File: src/design/uite_pkg.sv
//------------------------------------------------------------------------------
// uite_pkg
// Types and constants shared by the UART interrupt transfer engine.
//------------------------------------------------------------------------------
`default_nettype none

package uite_pkg;

    // Largest accepted transfer length
    localparam logic [31:0] MAX_LEN = 32'd65535;

    typedef enum logic [2:0] {
        FN_START_SEND = 3'd0,
        FN_START_RECV = 3'd1,
        FN_HW_EVENT   = 3'd2,
        FN_KILL_SEND  = 3'd3,
        FN_KILL_RECV  = 3'd4,
        FN_CLR_FLAGS  = 3'd5
    } t_func;

    typedef enum logic [1:0] {
        STAT_OK      = 2'd0,
        STAT_INVALID = 2'd1,
        STAT_BUSY    = 2'd2
    } t_status;

    typedef enum logic [1:0] {
        ST_READY    = 2'd0,
        ST_ONGOING  = 2'd1,
        ST_COMPLETE = 2'd2
    } t_xfer_state;

    // Enable bits
    localparam logic [5:0] EN_TXEIE  = 6'h01;
    localparam logic [5:0] EN_TCIE   = 6'h02;
    localparam logic [5:0] EN_RXNEIE = 6'h04;
    localparam logic [5:0] EN_IDLEIE = 6'h08;
    localparam logic [5:0] EN_TE     = 6'h10;
    localparam logic [5:0] EN_RE     = 6'h20;

    // Runtime flag bits
    localparam logic [6:0] FL_TXC  = 7'h01;
    localparam logic [6:0] FL_RXC  = 7'h02;
    localparam logic [6:0] FL_IDLE = 7'h04;

    // Hardware status bit positions
    localparam int unsigned HW_TXE  = 0;
    localparam int unsigned HW_TC   = 1;
    localparam int unsigned HW_RXNE = 2;
    localparam int unsigned HW_IDLE = 3;

    // Clear-pending and notify bit positions
    localparam int unsigned CLR_TC   = 0;
    localparam int unsigned CLR_IDLE = 1;
    localparam int unsigned NT_SEND  = 0;
    localparam int unsigned NT_RECV  = 1;
    localparam int unsigned NT_ERR   = 2;

    typedef struct packed {
        t_func       func;
        logic [15:0] length;
        logic [7:0]  hw_status;
        logic [7:0]  rx_byte;
        logic [6:0]  clear_mask;
    } t_item;

    typedef struct packed {
        t_status     status;
        logic        tx_write;
        logic [15:0] tx_index;
        logic        rx_store;
        logic [15:0] rx_index;
        logic [7:0]  rx_data;
        logic [1:0]  clear_pending;
        logic [5:0]  control_bits;
        logic [6:0]  runtime_flags;
        logic [2:0]  notify;
    } t_result;

endpackage

`default_nettype wire

File: src/design/uite_if.sv
//------------------------------------------------------------------------------
// uite_if
// Valid/ready channels for command items and result items.
//------------------------------------------------------------------------------
`default_nettype none

interface uite_in_if import uite_pkg::*; ();
    logic        valid;
    logic        ready;
    logic [2:0]  func;
    logic [15:0] length;
    logic [7:0]  hw_status;
    logic [7:0]  rx_byte;
    logic [6:0]  clear_mask;

    modport source (
        output valid, func, length, hw_status, rx_byte, clear_mask,
        input  ready
    );
    modport sink (
        input  valid, func, length, hw_status, rx_byte, clear_mask,
        output ready
    );
endinterface

interface uite_out_if import uite_pkg::*; ();
    logic        valid;
    logic        ready;
    logic [1:0]  status;
    logic        tx_write;
    logic [15:0] tx_index;
    logic        rx_store;
    logic [15:0] rx_index;
    logic [7:0]  rx_data;
    logic [1:0]  clear_pending;
    logic [5:0]  control_bits;
    logic [6:0]  runtime_flags;
    logic [2:0]  notify;

    modport source (
        output valid, status, tx_write, tx_index, rx_store, rx_index, rx_data,
               clear_pending, control_bits, runtime_flags, notify,
        input  ready
    );
    modport sink (
        input  valid, status, tx_write, tx_index, rx_store, rx_index, rx_data,
               clear_pending, control_bits, runtime_flags, notify,
        output ready
    );
endinterface

`default_nettype wire

File: src/design/uite_seq.sv
//------------------------------------------------------------------------------
// uite_seq
// Send/receive sequencer state and the single-pass update for one item.
//------------------------------------------------------------------------------
`default_nettype none

module uite_seq import uite_pkg::*; (
    input  wire logic    i_clk,
    input  wire logic    i_rst_n,
    input  wire logic    i_fire,
    input  wire t_item   i_item,
    output t_result      o_result
);

    t_xfer_state r_send_state, n_send_state;
    t_xfer_state r_recv_state, n_recv_state;
    logic [15:0] r_send_rem, n_send_rem;
    logic [15:0] r_send_next, n_send_next;
    logic [15:0] r_recv_rem, n_recv_rem;
    logic [15:0] r_recv_next, n_recv_next;
    logic [5:0]  r_enables, n_enables;
    logic [6:0]  r_flags, n_flags;

    t_result     result;
    logic        len_bad;
    logic        ev_txe, ev_tc, ev_rxne, ev_idle;
    logic [3:0]  ev_errs;

    always_ff @(posedge i_clk) begin
        if (!i_rst_n) begin
            r_send_state <= ST_READY;
            r_recv_state <= ST_READY;
            r_send_rem   <= '0;
            r_send_next  <= '0;
            r_recv_rem   <= '0;
            r_recv_next  <= '0;
            r_enables    <= '0;
            r_flags      <= '0;
        end else if (i_fire) begin
            r_send_state <= n_send_state;
            r_recv_state <= n_recv_state;
            r_send_rem   <= n_send_rem;
            r_send_next  <= n_send_next;
            r_recv_rem   <= n_recv_rem;
            r_recv_next  <= n_recv_next;
            r_enables    <= n_enables;
            r_flags      <= n_flags;
        end
    end

    assign len_bad = (i_item.length == 16'd0) || ({16'd0, i_item.length} > MAX_LEN);
    assign ev_txe  = i_item.hw_status[HW_TXE];
    assign ev_tc   = i_item.hw_status[HW_TC];
    assign ev_rxne = i_item.hw_status[HW_RXNE];
    assign ev_idle = i_item.hw_status[HW_IDLE];
    assign ev_errs = i_item.hw_status[7:4];

    always_comb begin
        n_send_state = r_send_state;
        n_recv_state = r_recv_state;
        n_send_rem   = r_send_rem;
        n_send_next  = r_send_next;
        n_recv_rem   = r_recv_rem;
        n_recv_next  = r_recv_next;
        n_enables    = r_enables;
        n_flags      = r_flags;
        result       = '0;
        result.status = STAT_OK;

        unique case (i_item.func)
            FN_START_SEND: begin
                if (len_bad) begin
                    result.status = STAT_INVALID;
                end else if (r_send_state == ST_ONGOING) begin
                    result.status = STAT_BUSY;
                end else begin
                    // first byte goes out right away
                    result.tx_write = 1'b1;
                    result.tx_index = '0;
                    n_send_next     = 16'd1;
                    n_send_rem      = i_item.length - 16'd1;
                    n_send_state    = ST_ONGOING;
                    n_enables       = n_enables | EN_TE | EN_TXEIE;
                end
            end
            FN_START_RECV: begin
                if (len_bad) begin
                    result.status = STAT_INVALID;
                end else if (r_recv_state == ST_ONGOING) begin
                    result.status = STAT_BUSY;
                end else begin
                    n_enables    = n_enables | EN_RXNEIE | EN_RE;
                    n_recv_rem   = i_item.length;
                    n_recv_next  = '0;
                    n_recv_state = ST_ONGOING;
                end
            end
            FN_HW_EVENT: begin
                // interrupt gating uses enables held before the item
                if ((ev_txe || ev_tc) && ((r_enables & (EN_TXEIE | EN_TCIE)) != '0)) begin
                    if (n_send_state == ST_READY) begin
                        result.clear_pending[CLR_TC] = 1'b1;
                        n_enables = n_enables & ~(EN_TCIE | EN_TXEIE);
                    end
                    if (ev_txe && n_send_state == ST_ONGOING) begin
                        if (n_send_rem != '0) begin
                            n_enables       = n_enables & ~EN_TCIE;
                            result.tx_write = 1'b1;
                            result.tx_index = n_send_next;
                            n_send_next     = n_send_next + 16'd1;
                            n_send_rem      = n_send_rem - 16'd1;
                        end else begin
                            n_enables    = (n_enables & ~EN_TXEIE) | EN_TCIE;
                            n_send_state = ST_COMPLETE;
                        end
                    end
                    if (ev_tc && n_send_state == ST_COMPLETE) begin
                        result.clear_pending[CLR_TC] = 1'b1;
                        n_enables = n_enables & ~(EN_TCIE | EN_TXEIE);
                        n_flags   = n_flags | FL_TXC;
                        result.notify[NT_SEND] = 1'b1;
                    end
                end

                if (ev_rxne && ((r_enables & EN_RXNEIE) != '0)
                        && n_recv_state == ST_ONGOING) begin
                    n_enables = n_enables | EN_IDLEIE;
                    result.clear_pending[CLR_IDLE] = 1'b1;
                    result.rx_store = 1'b1;
                    result.rx_index = n_recv_next;
                    result.rx_data  = i_item.rx_byte;
                    n_recv_next     = n_recv_next + 16'd1;
                    n_recv_rem      = n_recv_rem - 16'd1;
                    if (n_recv_rem == '0) begin
                        n_enables    = n_enables & ~(EN_IDLEIE | EN_RE);
                        n_recv_state = ST_COMPLETE;
                        n_flags      = n_flags | FL_RXC;
                        result.notify[NT_RECV] = 1'b1;
                    end
                end
                // line idle aborts an ongoing receive
                if (ev_idle && ((r_enables & EN_IDLEIE) != '0)
                        && n_recv_state == ST_ONGOING) begin
                    n_enables    = n_enables & ~(EN_IDLEIE | EN_RE);
                    result.clear_pending[CLR_IDLE] = 1'b1;
                    n_recv_state = ST_COMPLETE;
                    n_flags      = n_flags | FL_IDLE;
                    result.notify[NT_RECV] = 1'b1;
                end

                if (ev_errs != '0) begin
                    n_flags = n_flags | {ev_errs, 3'b000};
                    result.notify[NT_ERR] = 1'b1;
                end
            end
            FN_KILL_SEND: begin
                n_enables    = n_enables & ~(EN_TCIE | EN_TXEIE);
                n_send_state = ST_READY;
                n_send_rem   = '0;
                n_send_next  = '0;
            end
            FN_KILL_RECV: begin
                n_enables    = n_enables & ~EN_RXNEIE;
                n_recv_state = ST_READY;
                n_recv_rem   = '0;
                n_recv_next  = '0;
            end
            FN_CLR_FLAGS: begin
                n_flags = n_flags & ~i_item.clear_mask;
            end
            default: begin
                // unused selector codes: no change
            end
        endcase

        result.control_bits  = n_enables;
        result.runtime_flags = n_flags;
    end

    assign o_result = result;

endmodule

`default_nettype wire

File: src/design/uart_interrupt_transfer_engine_core.sv
//------------------------------------------------------------------------------
// uart_interrupt_transfer_engine_core
// Interrupt-driven UART block transfer sequencer, one result per command item.
//
//   port     dir   role
//   i_in     in    command item: func, length, hw_status, rx_byte, clear_mask
//   o_out    out   result item: status, tx/rx moves, clears, enables, flags
//
// One item per cycle while the result side is not stalled; an item passes the
// input register, then the sequencer update into the result register.
// Sequencer state advances as an item moves into the result register, in order.
// A stalled result holds; the input register still takes one more item.
// Synchronous active-low reset returns both directions to ready, clears
// enables and flags, and empties both registers.
//------------------------------------------------------------------------------
`default_nettype none

module uart_interrupt_transfer_engine_core import uite_pkg::*; (
    input  wire logic  i_clk,
    input  wire logic  i_rst_n,
    uite_in_if.sink    i_in,
    uite_out_if.source o_out
);

    logic    r_in_valid;
    t_item   r_item;
    logic    r_out_valid;
    t_result r_result;
    t_result seq_result;
    logic    out_free;
    logic    fire;

    assign out_free   = !r_out_valid || o_out.ready;
    assign fire       = r_in_valid && out_free;
    assign i_in.ready = !r_in_valid || fire;

    always_ff @(posedge i_clk) begin
        if (!i_rst_n) begin
            r_in_valid <= 1'b0;
        end else if (i_in.ready) begin
            r_in_valid <= i_in.valid;
        end
    end

    always_ff @(posedge i_clk) begin
        if (i_in.ready && i_in.valid) begin
            r_item.func       <= t_func'(i_in.func);
            r_item.length     <= i_in.length;
            r_item.hw_status  <= i_in.hw_status;
            r_item.rx_byte    <= i_in.rx_byte;
            r_item.clear_mask <= i_in.clear_mask;
        end
    end

    uite_seq u_seq (
        .i_clk    (i_clk),
        .i_rst_n  (i_rst_n),
        .i_fire   (fire),
        .i_item   (r_item),
        .o_result (seq_result)
    );

    always_ff @(posedge i_clk) begin
        if (!i_rst_n) begin
            r_out_valid <= 1'b0;
        end else if (out_free) begin
            r_out_valid <= r_in_valid;
        end
    end

    always_ff @(posedge i_clk) begin
        if (fire) begin
            r_result <= seq_result;
        end
    end

    assign o_out.valid         = r_out_valid;
    assign o_out.status        = r_result.status;
    assign o_out.tx_write      = r_result.tx_write;
    assign o_out.tx_index      = r_result.tx_index;
    assign o_out.rx_store      = r_result.rx_store;
    assign o_out.rx_index      = r_result.rx_index;
    assign o_out.rx_data       = r_result.rx_data;
    assign o_out.clear_pending = r_result.clear_pending;
    assign o_out.control_bits  = r_result.control_bits;
    assign o_out.runtime_flags = r_result.runtime_flags;
    assign o_out.notify        = r_result.notify;

`ifndef SYNTHESIS
    a_fire_fills_out: assert property (@(posedge i_clk) disable iff (!i_rst_n)
        fire |=> r_out_valid)
        else $error("item left input register but no result appeared");

    a_status_start_only: assert property (@(posedge i_clk) disable iff (!i_rst_n)
        (fire && r_item.func != FN_START_SEND && r_item.func != FN_START_RECV)
            |-> (seq_result.status == STAT_OK))
        else $error("non-start item reported a non-ok status");

    a_tx_needs_te: assert property (@(posedge i_clk) disable iff (!i_rst_n)
        (r_out_valid && r_result.tx_write) |-> ((r_result.control_bits & EN_TE) != '0))
        else $error("transmit byte with transmitter off");

    a_rx_done_flag: assert property (@(posedge i_clk) disable iff (!i_rst_n)
        (r_out_valid && r_result.notify[NT_RECV])
            |-> ((r_result.runtime_flags & (FL_RXC | FL_IDLE)) != '0))
        else $error("receive done without rx complete or idle flag");
`endif

endmodule

`default_nettype wire

File: src/flat_wrapper.sv
// flat-port wrapper written by rule: the top's interface ports become plain ports
module uart_interrupt_transfer_engine_core_flat import uite_pkg::*;
  (i_clk, i_rst_n, i_in_valid, i_in_func, i_in_length, i_in_hw_status, i_in_rx_byte, i_in_clear_mask, i_in_ready, o_out_valid, o_out_status, o_out_tx_write, o_out_tx_index, o_out_rx_store, o_out_rx_index, o_out_rx_data, o_out_clear_pending, o_out_control_bits, o_out_runtime_flags, o_out_notify, o_out_ready);
  uite_in_if i_in_i ();
  uite_out_if o_out_i ();
  input  wire logic i_clk;
  input  wire logic i_rst_n;
  input wire logic [$bits(i_in_i.valid)-1:0] i_in_valid;
  input wire logic [$bits(i_in_i.func)-1:0] i_in_func;
  input wire logic [$bits(i_in_i.length)-1:0] i_in_length;
  input wire logic [$bits(i_in_i.hw_status)-1:0] i_in_hw_status;
  input wire logic [$bits(i_in_i.rx_byte)-1:0] i_in_rx_byte;
  input wire logic [$bits(i_in_i.clear_mask)-1:0] i_in_clear_mask;
  output wire logic [$bits(i_in_i.ready)-1:0] i_in_ready;
  output wire logic [$bits(o_out_i.valid)-1:0] o_out_valid;
  output wire logic [$bits(o_out_i.status)-1:0] o_out_status;
  output wire logic [$bits(o_out_i.tx_write)-1:0] o_out_tx_write;
  output wire logic [$bits(o_out_i.tx_index)-1:0] o_out_tx_index;
  output wire logic [$bits(o_out_i.rx_store)-1:0] o_out_rx_store;
  output wire logic [$bits(o_out_i.rx_index)-1:0] o_out_rx_index;
  output wire logic [$bits(o_out_i.rx_data)-1:0] o_out_rx_data;
  output wire logic [$bits(o_out_i.clear_pending)-1:0] o_out_clear_pending;
  output wire logic [$bits(o_out_i.control_bits)-1:0] o_out_control_bits;
  output wire logic [$bits(o_out_i.runtime_flags)-1:0] o_out_runtime_flags;
  output wire logic [$bits(o_out_i.notify)-1:0] o_out_notify;
  input wire logic [$bits(o_out_i.ready)-1:0] o_out_ready;
  assign i_in_i.valid = i_in_valid;
  assign i_in_i.func = i_in_func;
  assign i_in_i.length = i_in_length;
  assign i_in_i.hw_status = i_in_hw_status;
  assign i_in_i.rx_byte = i_in_rx_byte;
  assign i_in_i.clear_mask = i_in_clear_mask;
  assign i_in_ready = i_in_i.ready;
  assign o_out_valid = o_out_i.valid;
  assign o_out_status = o_out_i.status;
  assign o_out_tx_write = o_out_i.tx_write;
  assign o_out_tx_index = o_out_i.tx_index;
  assign o_out_rx_store = o_out_i.rx_store;
  assign o_out_rx_index = o_out_i.rx_index;
  assign o_out_rx_data = o_out_i.rx_data;
  assign o_out_clear_pending = o_out_i.clear_pending;
  assign o_out_control_bits = o_out_i.control_bits;
  assign o_out_runtime_flags = o_out_i.runtime_flags;
  assign o_out_notify = o_out_i.notify;
  assign o_out_i.ready = o_out_ready;
  uart_interrupt_transfer_engine_core u_core (.i_clk(i_clk), .i_rst_n(i_rst_n), .i_in(i_in_i), .o_out(o_out_i));
endmodule
File: config.mk
export PLATFORM = sky130hd
export DESIGN_NAME = uart_interrupt_transfer_engine_core_flat
export DESIGN_NICKNAME = d
export VERILOG_FILES = /design/src/design/uite_pkg.sv /design/src/design/uite_if.sv /design/src/design/uite_seq.sv /design/src/design/uart_interrupt_transfer_engine_core.sv /design/src/flat_wrapper.sv
export SDC_FILE = /design/constraint.sdc
export NUM_CORES = 1
export LEC_CHECK = 0
export BUFFER_PORTS_ARGS = -buffer_cell sky130_fd_sc_hd__buf_2
export CORE_ASPECT_RATIO = 2
export CORE_MARGIN = 4
export CORE_UTILIZATION = 34
export DETAILED_ROUTE_END_ITERATION = 16
export GPL_ROUTABILITY_DRIVEN = 1
export PLACE_DENSITY = 0.57
export SLEW_MARGIN = 10
export SYNTH_ARGS = -nofsm -noshare
export SYNTH_HDL_FRONTEND = slang
export SYNTH_SLANG_ARGS = --single-unit
File: constraint.sdc
create_clock -name i_clk -period 5.3 [get_ports i_clk]
set_input_delay 0.795 -clock i_clk [delete_from_list [all_inputs] [get_ports i_clk]]
set_output_delay 0.795 -clock i_clk [all_outputs]
set_load 0.02 [all_outputs]
# Word level (Yosys, flattened, before mapping)
# Cells that the tools add are included.
[classes] magnitude_cmp=0 n_reduce_logical=29 n_bitwise=3 eq_ne=17 mux=76 n_mul=0 div_mod_pow=0 n_addsub=5 n_shift=0
[op_table] operator="2-to-1 mux 16 bit" count=16
[op_table] operator="case mux 16 bit (3 select lines)" count=4
[op_table] operator="2-to-1 mux 17 bit" count=5
[op_table] operator="2-to-1 mux 2 bit" count=24
[op_table] operator="subtractor 16 x 1 -> 16 bit (second input constant)" count=3
[op_table] operator="case mux 17 bit (2 select lines)" count=1
[op_table] operator="adder 16 x 1 -> 16 bit (second input constant)" count=2
[op_table] operator="zero test 16 bit" count=2
[op_table] operator="2-to-1 mux 6 bit" count=5
[op_table] operator="case mux 6 bit (5 select lines)" count=1
[op_table] operator="2-to-1 mux 26 bit" count=1
[op_table] operator="!= test 2 bit (second input constant)" count=8
[op_table] operator="nonzero test 16 bit" count=1
[op_table] operator="2-to-1 mux 7 bit" count=2
[op_table] operator="case mux 7 bit (2 select lines)" count=1
[op_table] operator="case mux 2 bit (3 select lines)" count=2
[op_table] operator="2-to-1 mux 1 bit" count=10
[op_table] operator="2-to-1 mux 5 bit" count=2
[op_table] operator="AND reduction 5 bit" count=2
[op_table] operator="logical AND 1 bit" count=9
[op_table] operator="bitwise AND 7 bit" count=1
[op_table] operator="NOT 7 bit" count=1
[op_table] operator="OR 7 bit" count=1
[op_table] operator="AND reduction 7 bit" count=1
[op_table] operator="16 further kinds" count=25
[word_totals] latchBits=0 memories=0 mem_bits_rw=0 mem_bits_ro=0 regBits=187

# Logic depth before layout (Yosys ltp)
# Gate-level depths: netlist of the first run.
[logic_depth] ltp_word=16 mapped_depth=13 ltp_nobuf=9

# Cells and area by module
# From an unflattened synthesis of the first run, not the netlist that was laid out.
[unflattened] hier_cells=809 area_unflattened_um2=8607.0
[by_module_without_submodules] module="uite_seq" seq_area_each_um2=1621.6 area_each_um2=5380.2 n_inst=1 cells_each=696
[by_module_without_submodules] module="uart_interrupt_transfer_engine_core" seq_area_each_um2=3163.0 area_each_um2=3226.8 n_inst=1 cells_each=113

# Least setup slack after synthesis of the first run
# Ideal clock, no wire load.
[synth_path] path_kind="input to register" from="in o_out_ready" to="reg u_core.u_seq.r_enables[3]" required_ns=5.181 path_buffers=1 setup_ns=0.119 arrival_time_ns=3.751 stages=6 setup_slack_ns=1.430 path_cell_list="nand2b_1 > nand2_1 > inv_1 > clkbuf_1 > nand2_1 > o221a_1"
[synth_between] elab_chain_len=2
[synth_rtl] element="start: declaration" line="flat_wrapper.sv:26" source="input wire logic [$bits(o_out_i.ready)-1:0] o_out_ready;"
[synth_rtl] element="logical OR 1 bit" line="uart_interrupt_transfer_engine_core.sv:33" source="assign out_free = !r_out_valid || o_out.ready;"
[synth_rtl] element="logical AND 1 bit" line="uart_interrupt_transfer_engine_core.sv:34" source="assign fire = r_in_valid && out_free;"
[synth_rtl] element="net u_core.fire" line="uart_interrupt_transfer_engine_core.sv:31" source="logic fire;"
[synth_rtl] element="end signal: assignment" line="uite_seq.sv:46" source="r_enables <= n_enables;"
[synth_rtl] element="end: declaration" line="uite_seq.sv:21" source="logic [5:0] r_enables, n_enables;"
# The timed path passes the listed nets, and every way through them passes these cells.
# A chain may end at the register's enable or synchronous reset.

# Worst setup path in the final report of the first run
[layout_path] from="reg u_core.r_item[39] in the netlist's numbering" to="reg u_core.u_seq.r_send_next[9]"
[layout_between] elab_chain_len=3
[layout_rtl] element="start: declaration" line="uart_interrupt_transfer_engine_core.sv:26" source="t_item r_item;"
[layout_rtl] element="equality test 3 x 2 -> 1 bit or zero test 3 bit (tied branches)" line="uite_seq.sv:70" source="unique case (i_item.func)"
[layout_rtl] element="!= test 2 bit (no source line) or nonzero test 3 bit (tied branches)"
[layout_rtl] element="AND reduction 7 bit (no source line)"
[layout_rtl] element="end signal: assignment" line="uite_seq.sv:43" source="r_send_next <= n_send_next;"
[layout_rtl] element="end: declaration" line="uite_seq.sv:18" source="logic [15:0] r_send_next, n_send_next;"
# Parallel ways exist; a longest one is shown, timed or not.

==> impl_metrics.toml, run 1 <==
[yosys]
netlist_top_cells_area = "edfxtp_1, dfxtp_1, nor2_1, a21oi_1, nand2_1"
yosys_warnings = 0
muxShareOfSynthArea = 0.0109
ys.flop_type = "edfxtp_1"
synth_compound_area_frac = 0.142
synth-simple-area-share = 0.202
yosys.area_share.adder = 0.00734
synth_top_family_by_area = "simple AND/OR/NAND/NOR gates"
synth_xor_area_frac = 0.0473
ys_async_sr_fraction = 0
yosysSeqAreaShare = 0.562
synth_largest_area_cell = "edfxtp_1"
netlist_area_sq_um = 8520
syn_nets = 889
synth_top_area_share = 0.367
synth_edf_count = 104
synth.distinct_cells = 72
synth_seq_cells = 187
syn_area_per_cell_sq_um = 10.2
synthCells = 838

[setup_path]
worst-r2r-setup-slack_ps = 1980
endpoint_kind = "register"
arrival_ps = 3600
reg2reg_from = "u_core.r_item[39]$_DFFE_PP_"
cp-start-kind = "register"
cp_slowest_cell = "or3b_2"
worst_ep_required_time_ps = 5580
worst-path-max-fanout = 26
cp_cell_sequence = "or3b_2, buf_4, o2bb2ai_1, buf_4, nor3_1, xnor2_1, nor2_1"
critPathKind = "register to register"
cpMostUsedCell = "buf_4"
ff2ff_path_depth = 7
reg2reg_to = "u_core.u_seq.r_send_next[9]$_SDFFE_PN0P_"
cp_slowest_stage_delay_ps = 850

[global_routing]
grt_max_degree = 69
overflow = 0
grt_pass1_wl_mm = 34.9
grt_pass1_vias = 6538
track_usage = 0.162
antenna_found_initial = 0

[clock_tree]
clockBufferDepth = 2
clk_latency_ps = 440
htreeDepth = 4
cts_root_buffer = "clkbuf_16"
numCtsBuffers = 17
cts_num_sinks = 187
ctsHoldBuffers = 0
postCtsResizedCells = 0
cts_tree = "done"
post_cts_buffers = 0
path_clk_slew_ps = 70

[timing]
fmax_mhz = 301
slew_viol_final = 0
finalHoldViolations = 0
slew-limit-headroom = 0.156
tns_ps = 0
rsz0062_at_grt = "no"
tightestPinTransition_ps = 1260
fin_ws_ps = 1980
fin_crit_ps = 3320
finClkSkew_ps = 11.9
setup_viol = 0
min_period_over_period = 0.627

[cells_and_area]
seq_area_sq_um = 4780
drive_gt1_frac = 0.174
antenna_cells = 0
syn2layout_area_growth_pct = 17.1
fill_cells = 2402
multi_input_area_sq_um = 3500
nets = 982
fin_util = 0.405

[placement]
dp.final_hpwl_mm = 15.9
preCtsSetupSlack_ps = 2070
port_buffers = 109
place.gp.congestion = 0.868

[route]
drtPass1Iterations = 7
drt_iter0_drc = 487
final_antenna_net_count = 0
drc = 0
avgViaCountPerCell = 5.25
wl_per_cell_um = 17.5
num_vias = 6705
totalWireLength_mm = 22.4

[floorplan]
die_x_um = 120
die_h_um = 232
core_sq_um = 24600
dieArea_sq_um = 27800
rows = 81
start_util = 0.346
io_pins = 110

[hold_path]
whs_endpoint = "u_core.u_seq.r_flags[5]$_SDFFE_PN0P_"
hp-class = "register to register"
holdPathStages = 2
hp-start = "u_core.u_seq.r_flags[5]$_SDFFE_PN0P_"

[power]
ir_drop_mv = 0.220
power.density_nw_per_um2 = 324
p_leak_nw = 3.68
finalPower_mw = 3.23

[status]
outcome = "finished, final reports clean"

[flow_run]
maxCapViolCount = 0
[stage by stage]
step                hold WS (ps)  std cells  cell area [sq um]
floorplan                    433        838               8520
finish                       461       1276               9980
global placement             448       1244               9380
global route                 473       1276               9980
CTS                          461       1276               9980
detailed placement           450       1244               9380
[worst max path at each step]
stage	start	to
after floorplan	o_out_ready	u_core.u_seq.r_enables[3]$_SDFFE_PN0P_
after global placement	u_core.r_item[39]$_DFFE_PP_	u_core.u_seq.r_send_next[5]$_SDFFE_PN0P_
final	u_core.r_item[39]$_DFFE_PP_	u_core.u_seq.r_send_next[9]$_SDFFE_PN0P_
after detailed placement	u_core.r_item[39]$_DFFE_PP_	u_core.u_seq.r_send_next[5]$_SDFFE_PN0P_
after global routing	u_core.r_item[28]$_DFFE_PP_	u_core.u_seq.r_recv_rem[15]$_SDFFE_PN0P_
after CTS	u_core.r_item[39]$_DFFE_PP_	u_core.u_seq.r_send_next[9]$_SDFFE_PN0P_
[cells by family after synthesis]
| family | count (synthesis) |
|---|---|
| AOI/OAI and AO/OA | 185 |
| xor gates and xnor gates | 46 |
| adders and majority gates | 5 |
| buffers and inverters | 62 |
| DFF | 187 |
| muxes | 9 |
| and+or+nand+nor | 344 |
[state kept, by name, summed over array words and instances (netlist names), 8 cells and up]
| name | count |
|---|---|
| u_core.u_seq.r_recv_rem | 16 |
| u_core.u_seq.r_send_next | 16 |
| u_core.o_out.rx_data | 8 |
| u_core.o_out.rx_index | 16 |
| u_core.u_seq.r_send_rem | 16 |
| u_core.u_seq.r_recv_next | 16 |
| u_core.r_item | 42 |
| u_core.o_out.tx_index | 16 |
[Yosys cell counts (6+ instances only)]
| cell type | instances |
|---|---|
| a211oi_1 | 6 |
| a21oi_1 | 60 |
| a22oi_1 | 6 |
| a32o_1 | 6 |
| and2_1 | 28 |
| and3_1 | 22 |
| clkbuf_1 | 36 |
| dfxtp_1 | 83 |
| edfxtp_1 | 104 |
| inv_1 | 16 |
| mux2i_1 | 7 |
| nand2_1 | 67 |
| nand3_1 | 21 |
| nand4_1 | 18 |
| nor2_1 | 105 |
| nor2b_1 | 8 |
| nor3_1 | 28 |
| nor3b_1 | 6 |
| nor4_1 | 10 |
| o211ai_1 | 7 |
| o21ai_0 | 40 |
| o22ai_1 | 6 |
| o31ai_1 | 8 |
| or3_1 | 7 |
| xnor2_1 | 22 |
| xor2_1 | 24 |
[routing by layer]
metal | track usage | vias to the layer above | routed length, um
met4 | 0.0914 | 0 | 1020
met3 | 0.0380 | 56 | 951
met1 | 0.170 | 3204 | 8390
met2 | 0.294 | 195 | 12000
met5 | 0 | - | 0
li1 | - | 3250 | -
[layout by cell type, fill, tap and decap left out, drive strengths merged, types with 4 or more instances in the layout]
| cell type | instances |
|---|---|
| a211o | 4 |
| a211oi | 6 |
| a21o | 5 |
| a21oi | 60 |
| a221oi | 5 |
| a22oi | 7 |
| a32o | 6 |
| and2 | 30 |
| and3 | 22 |
| and4 | 4 |
| buf | 119 |
| clkbuf | 19 |
| clkinv | 6 |
| dfxtp | 83 |
| edfxtp | 104 |
| ha | 5 |
| inv | 19 |
| mux2i | 7 |
| nand2 | 67 |
| nand2b | 5 |
| nand3 | 21 |
| nand4 | 19 |
| nor2 | 105 |
| nor2b | 8 |
| nor3 | 28 |
| nor3b | 6 |
| nor4 | 10 |
| o211ai | 7 |
| o21ai | 40 |
| o22ai | 6 |
| o31ai | 8 |
| or3 | 7 |
| xnor2 | 22 |
| xor2 | 24 |
[final cells by class]
type / count / area share
timing repair buffer: 119 / 0.0622
tap: 332 / 0.0416
clock buffer: 19 / 0.0434
clock inverter: 13 / 0.0167
sequential: 187 / 0.479
inverter: 17 / 0.00639
multi-input combinational: 589 / 0.350
[worst max-delay path: cells and delay by family (launching register included)]
family                    cells  cell delay [ps]
AOI/OAI and AO/OA             1              770
and+or+nand+nor               3              990
xor gates and xnor gates      1              150
DFF                           1              580
buffers and inverters         2              670
[power breakdown]
group          switching [mW]  internal (mW)  total (mW)
clock                   0.554          0.746        1.30
combinational           0.202          0.103       0.305
sequential             0.0431           1.58        1.63
total                   0.799           2.43        3.23
Power figures use the tool's default switching activity.
==> run 2, diff against run 1 <==
- clock period: 5.3 -> 3.3 ns (I/O delays scaled with it)
==> run 2 against run 1 <==
Effect of this change:
- worst hold slack got worse by 230 ps
- setup slack got worse by 1700 ps
- non-clock buffer count grew 22
- die area is the same
- register-to-register slack lost 1700 ps
- sequential share of layout area is 1.1 points lower
- global-route usage grew 0.21 points
- utilization up 0.93 points
- fmax is 12% higher
- routed wire length increased by 0.21%
==> impl_metrics.toml, run 2 (same netlist as run 1, synthesis figures left out) <==
[status]
outcome = "finished, final reports clean"

[placement]
dp.final_hpwl_mm = 16.0
port_buffers = 109
place.gp.congestion = 0.879
placedInstanceArea_sq_um = 9560
placed_cells = 1266

[global_routing]
antenna_found_initial = 2
grt_pass1_vias = 6865
overflow = 0
grt_max_degree = 72
track_usage = 0.164
grt_pass1_wl_mm = 35.9

[timing]
min_period_over_period = 0.902
slew-limit-headroom = 0.220
slew_viol_final = 0
setup_viol = 0
finClkSkew_ps = 10.2
rsz0062_at_grt = "no"
finalHoldViolations = 0
tightestPinTransition_ps = 1170
tns_ps = 0
fin_crit_ps = 2980
fmax_mhz = 336

[cells_and_area]
largest_reg_flops = 42
fill_cells = 2403
nets = 1004
drive_gt1_frac = 0.194
most-common-layout-cells = "buf_2, nor2_1, edfxtp_1"
layout.cells.most_common = "buf_2"
regMostFlops = "u_core.r_item"
final_cell_area_sq_um = 10200
fin_util = 0.415
final-instance-count-excl-fill = 1300
syn2layout_area_growth_pct = 19.8

[power]
ir_drop_mv = 0.286
power.density_nw_per_um2 = 526
finalPower_mw = 5.37
p_leak_nw = 3.81

[clock_tree]
post_cts_buffers = 0
cts_root_buffer = "clkbuf_16"
cts_tree = "done"
clockBufferDepth = 2
ctsHoldBuffers = 0
path_clk_slew_ps = 70
htreeDepth = 4
cts_num_sinks = 187
numCtsBuffers = 17
postCtsResizedCells = 0
clk_latency_ps = 440

[floorplan]
core_sq_um = 24600
dieArea_sq_um = 27800
die_h_um = 232
io_pins = 110
start_util = 0.346
die_x_um = 120
rows = 81

[setup_path]
cp_cell_sequence = "inv_1, ha_1, nor3b_1, or4b_1, a211o_1, a22oi_2, nand4_4, and2_4, o221a_1"
cp_slowest_cell = "dfxtp_1"
cp-start-kind = "register"
endpoint_kind = "register"
cp_slowest_stage_delay_ps = 530
critPathKind = "register to register"
worst_ep_required_time_ps = 3630
cp_num_buf_inv = 1
arrival_ps = 3310
worst-path-max-fanout = 11
path_delay_family = "simple AND/OR/NAND/NOR gates"

[route]
final_antenna_net_count = 0
totalWireLength_mm = 22.4
num_vias = 6818
drtPass1Iterations = 6
drc = 0
wl_per_cell_um = 17.2
drt_iter0_drc = 412
avgViaCountPerCell = 5.24

[hold_path]
hp-class = "input port to register"

[flow_run]
maxCapViolCount = 0
## run 2: cell count changes in the layout (fill, tap and decap cells not counted), sizes merged
cell / previous run / this run
buf: 119 / 141
diode: 0 / 2
clkinv: 6 / 3
bufinv: 3 / 5
inv: 19 / 20
## run 2: path summary, 6_finish.rpt
kind                                           startpoint                                      to  slack (ps)  depth (start not counted)
setup / recovery  u_core.u_seq.r_recv_rem[0]$_SDFFE_PN0P_  u_core.u_seq.r_enables[3]$_SDFFE_PN0P_         320                          9
hold / removal                             i_in_length[6]             u_core.r_item[29]$_DFFE_PP_         230                          1
setup reg to reg  u_core.u_seq.r_recv_rem[0]$_SDFFE_PN0P_  u_core.u_seq.r_enables[3]$_SDFFE_PN0P_         320                          9
hold reg to reg      u_core.u_seq.r_flags[4]$_SDFFE_PN0P_    u_core.u_seq.r_flags[4]$_SDFFE_PN0P_         460                          2
## run 2: area by class of cell
cell class | instances | area [sq um] | share of cell area
Antenna cell | 2 | 5.00 | 0.000490
Clock buffer | 19 | 433 | 0.0424
Clock inverter | 13 | 214 | 0.0210
Inverter | 17 | 63.8 | 0.00625
Multi-Input combinational cell | 589 | 3500 | 0.342
Sequential cell | 187 | 4780 | 0.469
Tap cell | 332 | 415 | 0.0407
Timing Repair Buffer | 141 | 798 | 0.0782
## run 2: stage by stage
step / setup slack (ps) / hold WS, ps
after floorplan: 24.1 / 433
after global placement: 435 / 443
after detailed placement: 357 / 452
after CTS: 349 / 208
after global routing: 120 / 206
final: 322 / 227
## run 2: worst reg2reg max path, cell delays in order, from the launching register on
cell and delay, ps:
dfxtp_1 530, inv_1 120, ha_1 340, nor3b_1 250, or4b_1 530, a211o_1 330, a22oi_2 170, nand4_4 160
and2_4 210, o221a_1 240
## run 2: report_power, final
part / internal [mW] / total, mW / switching, mW
logic: 0.183 / 0.503 / 0.320
clock network: 1.35 / 2.25 / 0.900
registers: 2.54 / 2.61 / 0.0664
total: 4.08 / 5.37 / 1.29
## run 2: layer usage
| layer | track usage | vias to the layer above | part of all wire |
|---|---|---|---|
| li1 | - | 3294 | - |
| met1 | 0.172 | 3255 | 0.37 |
| met2 | 0.298 | 207 | 0.53 |
| met3 | 0.0341 | 62 | 0.044 |
| met4 | 0.0968 | 0 | 0.049 |
| met5 | 0 | - | 0 |
==> run 3, diff against run 2 <==
- CORE_ASPECT_RATIO: 2 -> 0.75
- clock period: 3.3 -> 3.4 ns (I/O delays scaled with it)
==> run 3 against run 2 <==
Effect of this change:
- clock power down 11%
- via count down 0.76%
- register-to-register slack better by 140 ps
- largest power group unchanged
==> impl_metrics.toml, run 3 (same netlist as run 1, synthesis figures left out) <==
[route]
totalWireLength_mm = 23.1
wl_per_cell_um = 17.8
final_antenna_net_count = 0
drt_iter0_drc = 516
num_vias = 6766
avgViaCountPerCell = 5.22
drc = 0
drtPass1Iterations = 5

[placement]
place.gp.congestion = 0.862
preCtsSetupSlack_ps = 486
port_buffers = 109
dp.final_hpwl_mm = 16.0

[power]
finalPower_mw = 5.04
power.internal_mw = 3.76
p_clk_frac = 0.399
seq_power_share = 0.502
swShare = 0.255
net-switching-power_mw = 1.29
ir_drop_mv = 0.398
power.density_nw_per_um2 = 498
combPwrFrac = 0.099
p_leak_nw = 3.76

[cells_and_area]
nets = 1003
syn2layout_area_growth_pct = 18.9
largest_reg_flops = 42
fill_cells = 2389
layout.cells.most_common = "buf_2"
regMostFlops = "u_core.r_item"
most-common-layout-cells = "buf_2, nor2_1, edfxtp_1"
fin_util = 0.416
drive_gt1_frac = 0.193

[floorplan]
io_pins = 110
dieArea_sq_um = 27700
die_x_um = 191
start_util = 0.350
core_sq_um = 24300
rows = 49
die_h_um = 145

[timing]
finClkSkew_ps = 8.78
tns_ps = 0
slew-limit-headroom = 0.512
slew_viol_final = 0
rsz0062_at_grt = "no"
fin_crit_ps = 2940
fmax_mhz = 340
min_period_over_period = 0.865
finalHoldViolations = 0
fin_ws_ps = 459
tightestPinTransition_ps = 731
setup_viol = 0

[clock_tree]
htreeDepth = 4
postCtsResizedCells = 0
clk_latency_ps = 440
ctsHoldBuffers = 0
cts_tree = "done"
post_cts_buffers = 0
clockBufferDepth = 2
path_clk_slew_ps = 70
cts_num_sinks = 187
cts_root_buffer = "clkbuf_16"
numCtsBuffers = 17

[status]
outcome = "finished, final reports clean"

[global_routing]
track_usage = 0.167
overflow = 0
grt_pass1_wl_mm = 36.9
antenna_found_initial = 1
grt_pass1_vias = 6444
grt_max_degree = 53

[setup_path]
endpoint_kind = "register"
worst_ep_required_time_ps = 3730
critPathKind = "register to register"
cp_slowest_cell = "dfxtp_1"
worst-path-max-fanout = 11
arrival_ps = 3270
cp_cell_sequence = "inv_1, ha_1, nor3b_1, or4b_1, a211o_1, a22oi_2, nand4_4, and2_4, o221a_1"
cp-start-kind = "register"
cp_slowest_stage_delay_ps = 530

[flow_run]
maxCapViolCount = 0

[hold_path]
hp-class = "input port to register"
-- run 3: per-layer routing --
metal	vias up	GRT usage	part of all wire
met4	2	0.0355	0.0084
met5	-	0	0.00043
met2	235	0.229	0.40
met1	3217	0.267	0.52
li1	3296	-	-
met3	16	0.0384	0.069
-- run 3: power groups by stage --
stage	clock network, mW	logic, mW	registers, mW
floorplan	0	0.283	2.60
detailed placement	0	0.494	2.58
finish	2.01	0.498	2.53
CTS	2.05	0.497	2.53
global route	2.16	0.550	2.54
global placement	0	0.496	2.58
-- run 3: area by class of cell --
cell class | count | area, sq um | share of cell area
inverters | 17 | 63.8 | 0.00630
clock inverters | 13 | 143 | 0.0141
diodes | 1 | 2.50 | 0.000247
flip-flops and latches | 187 | 4780 | 0.472
clock buffers | 19 | 443 | 0.0437
multi-input cells | 589 | 3500 | 0.346
repair buffers | 140 | 778 | 0.0768
well taps | 331 | 414 | 0.0409
-- run 3: stage by stage --
stage	cells	area (sq um)	hold slack, ps
3_3_place_gp	1263	9540	443
4_1_cts	1295	10100	230
6_report	1297	10100	247
3_5_place_dp	1263	9540	448
2_1_floorplan	838	8520	433
5_1_grt	1296	10100	229
-- run 3: final timing paths --
path	start	endpoint	slack (ps)	cells after the start
max	u_core.u_seq.r_recv_rem[0]$_SDFFE_PN0P_	u_core.u_seq.r_enables[3]$_SDFFE_PN0P_	460	9
min	i_in_length[0]	u_core.r_item[23]$_DFFE_PP_	250	1
max reg2reg	u_core.u_seq.r_recv_rem[0]$_SDFFE_PN0P_	u_core.u_seq.r_enables[3]$_SDFFE_PN0P_	460	9
min reg2reg	u_core.u_seq.r_flags[5]$_SDFFE_PN0P_	u_core.u_seq.r_flags[5]$_SDFFE_PN0P_	460	2
-- run 3: critical path: cells and delay by family (launching register included) --
family          cells  cell delay, ps
flops               1             530
fa+ha+maj           1             330
compound gates      3             740
simple gates        4            1140
buf+inv             1             110
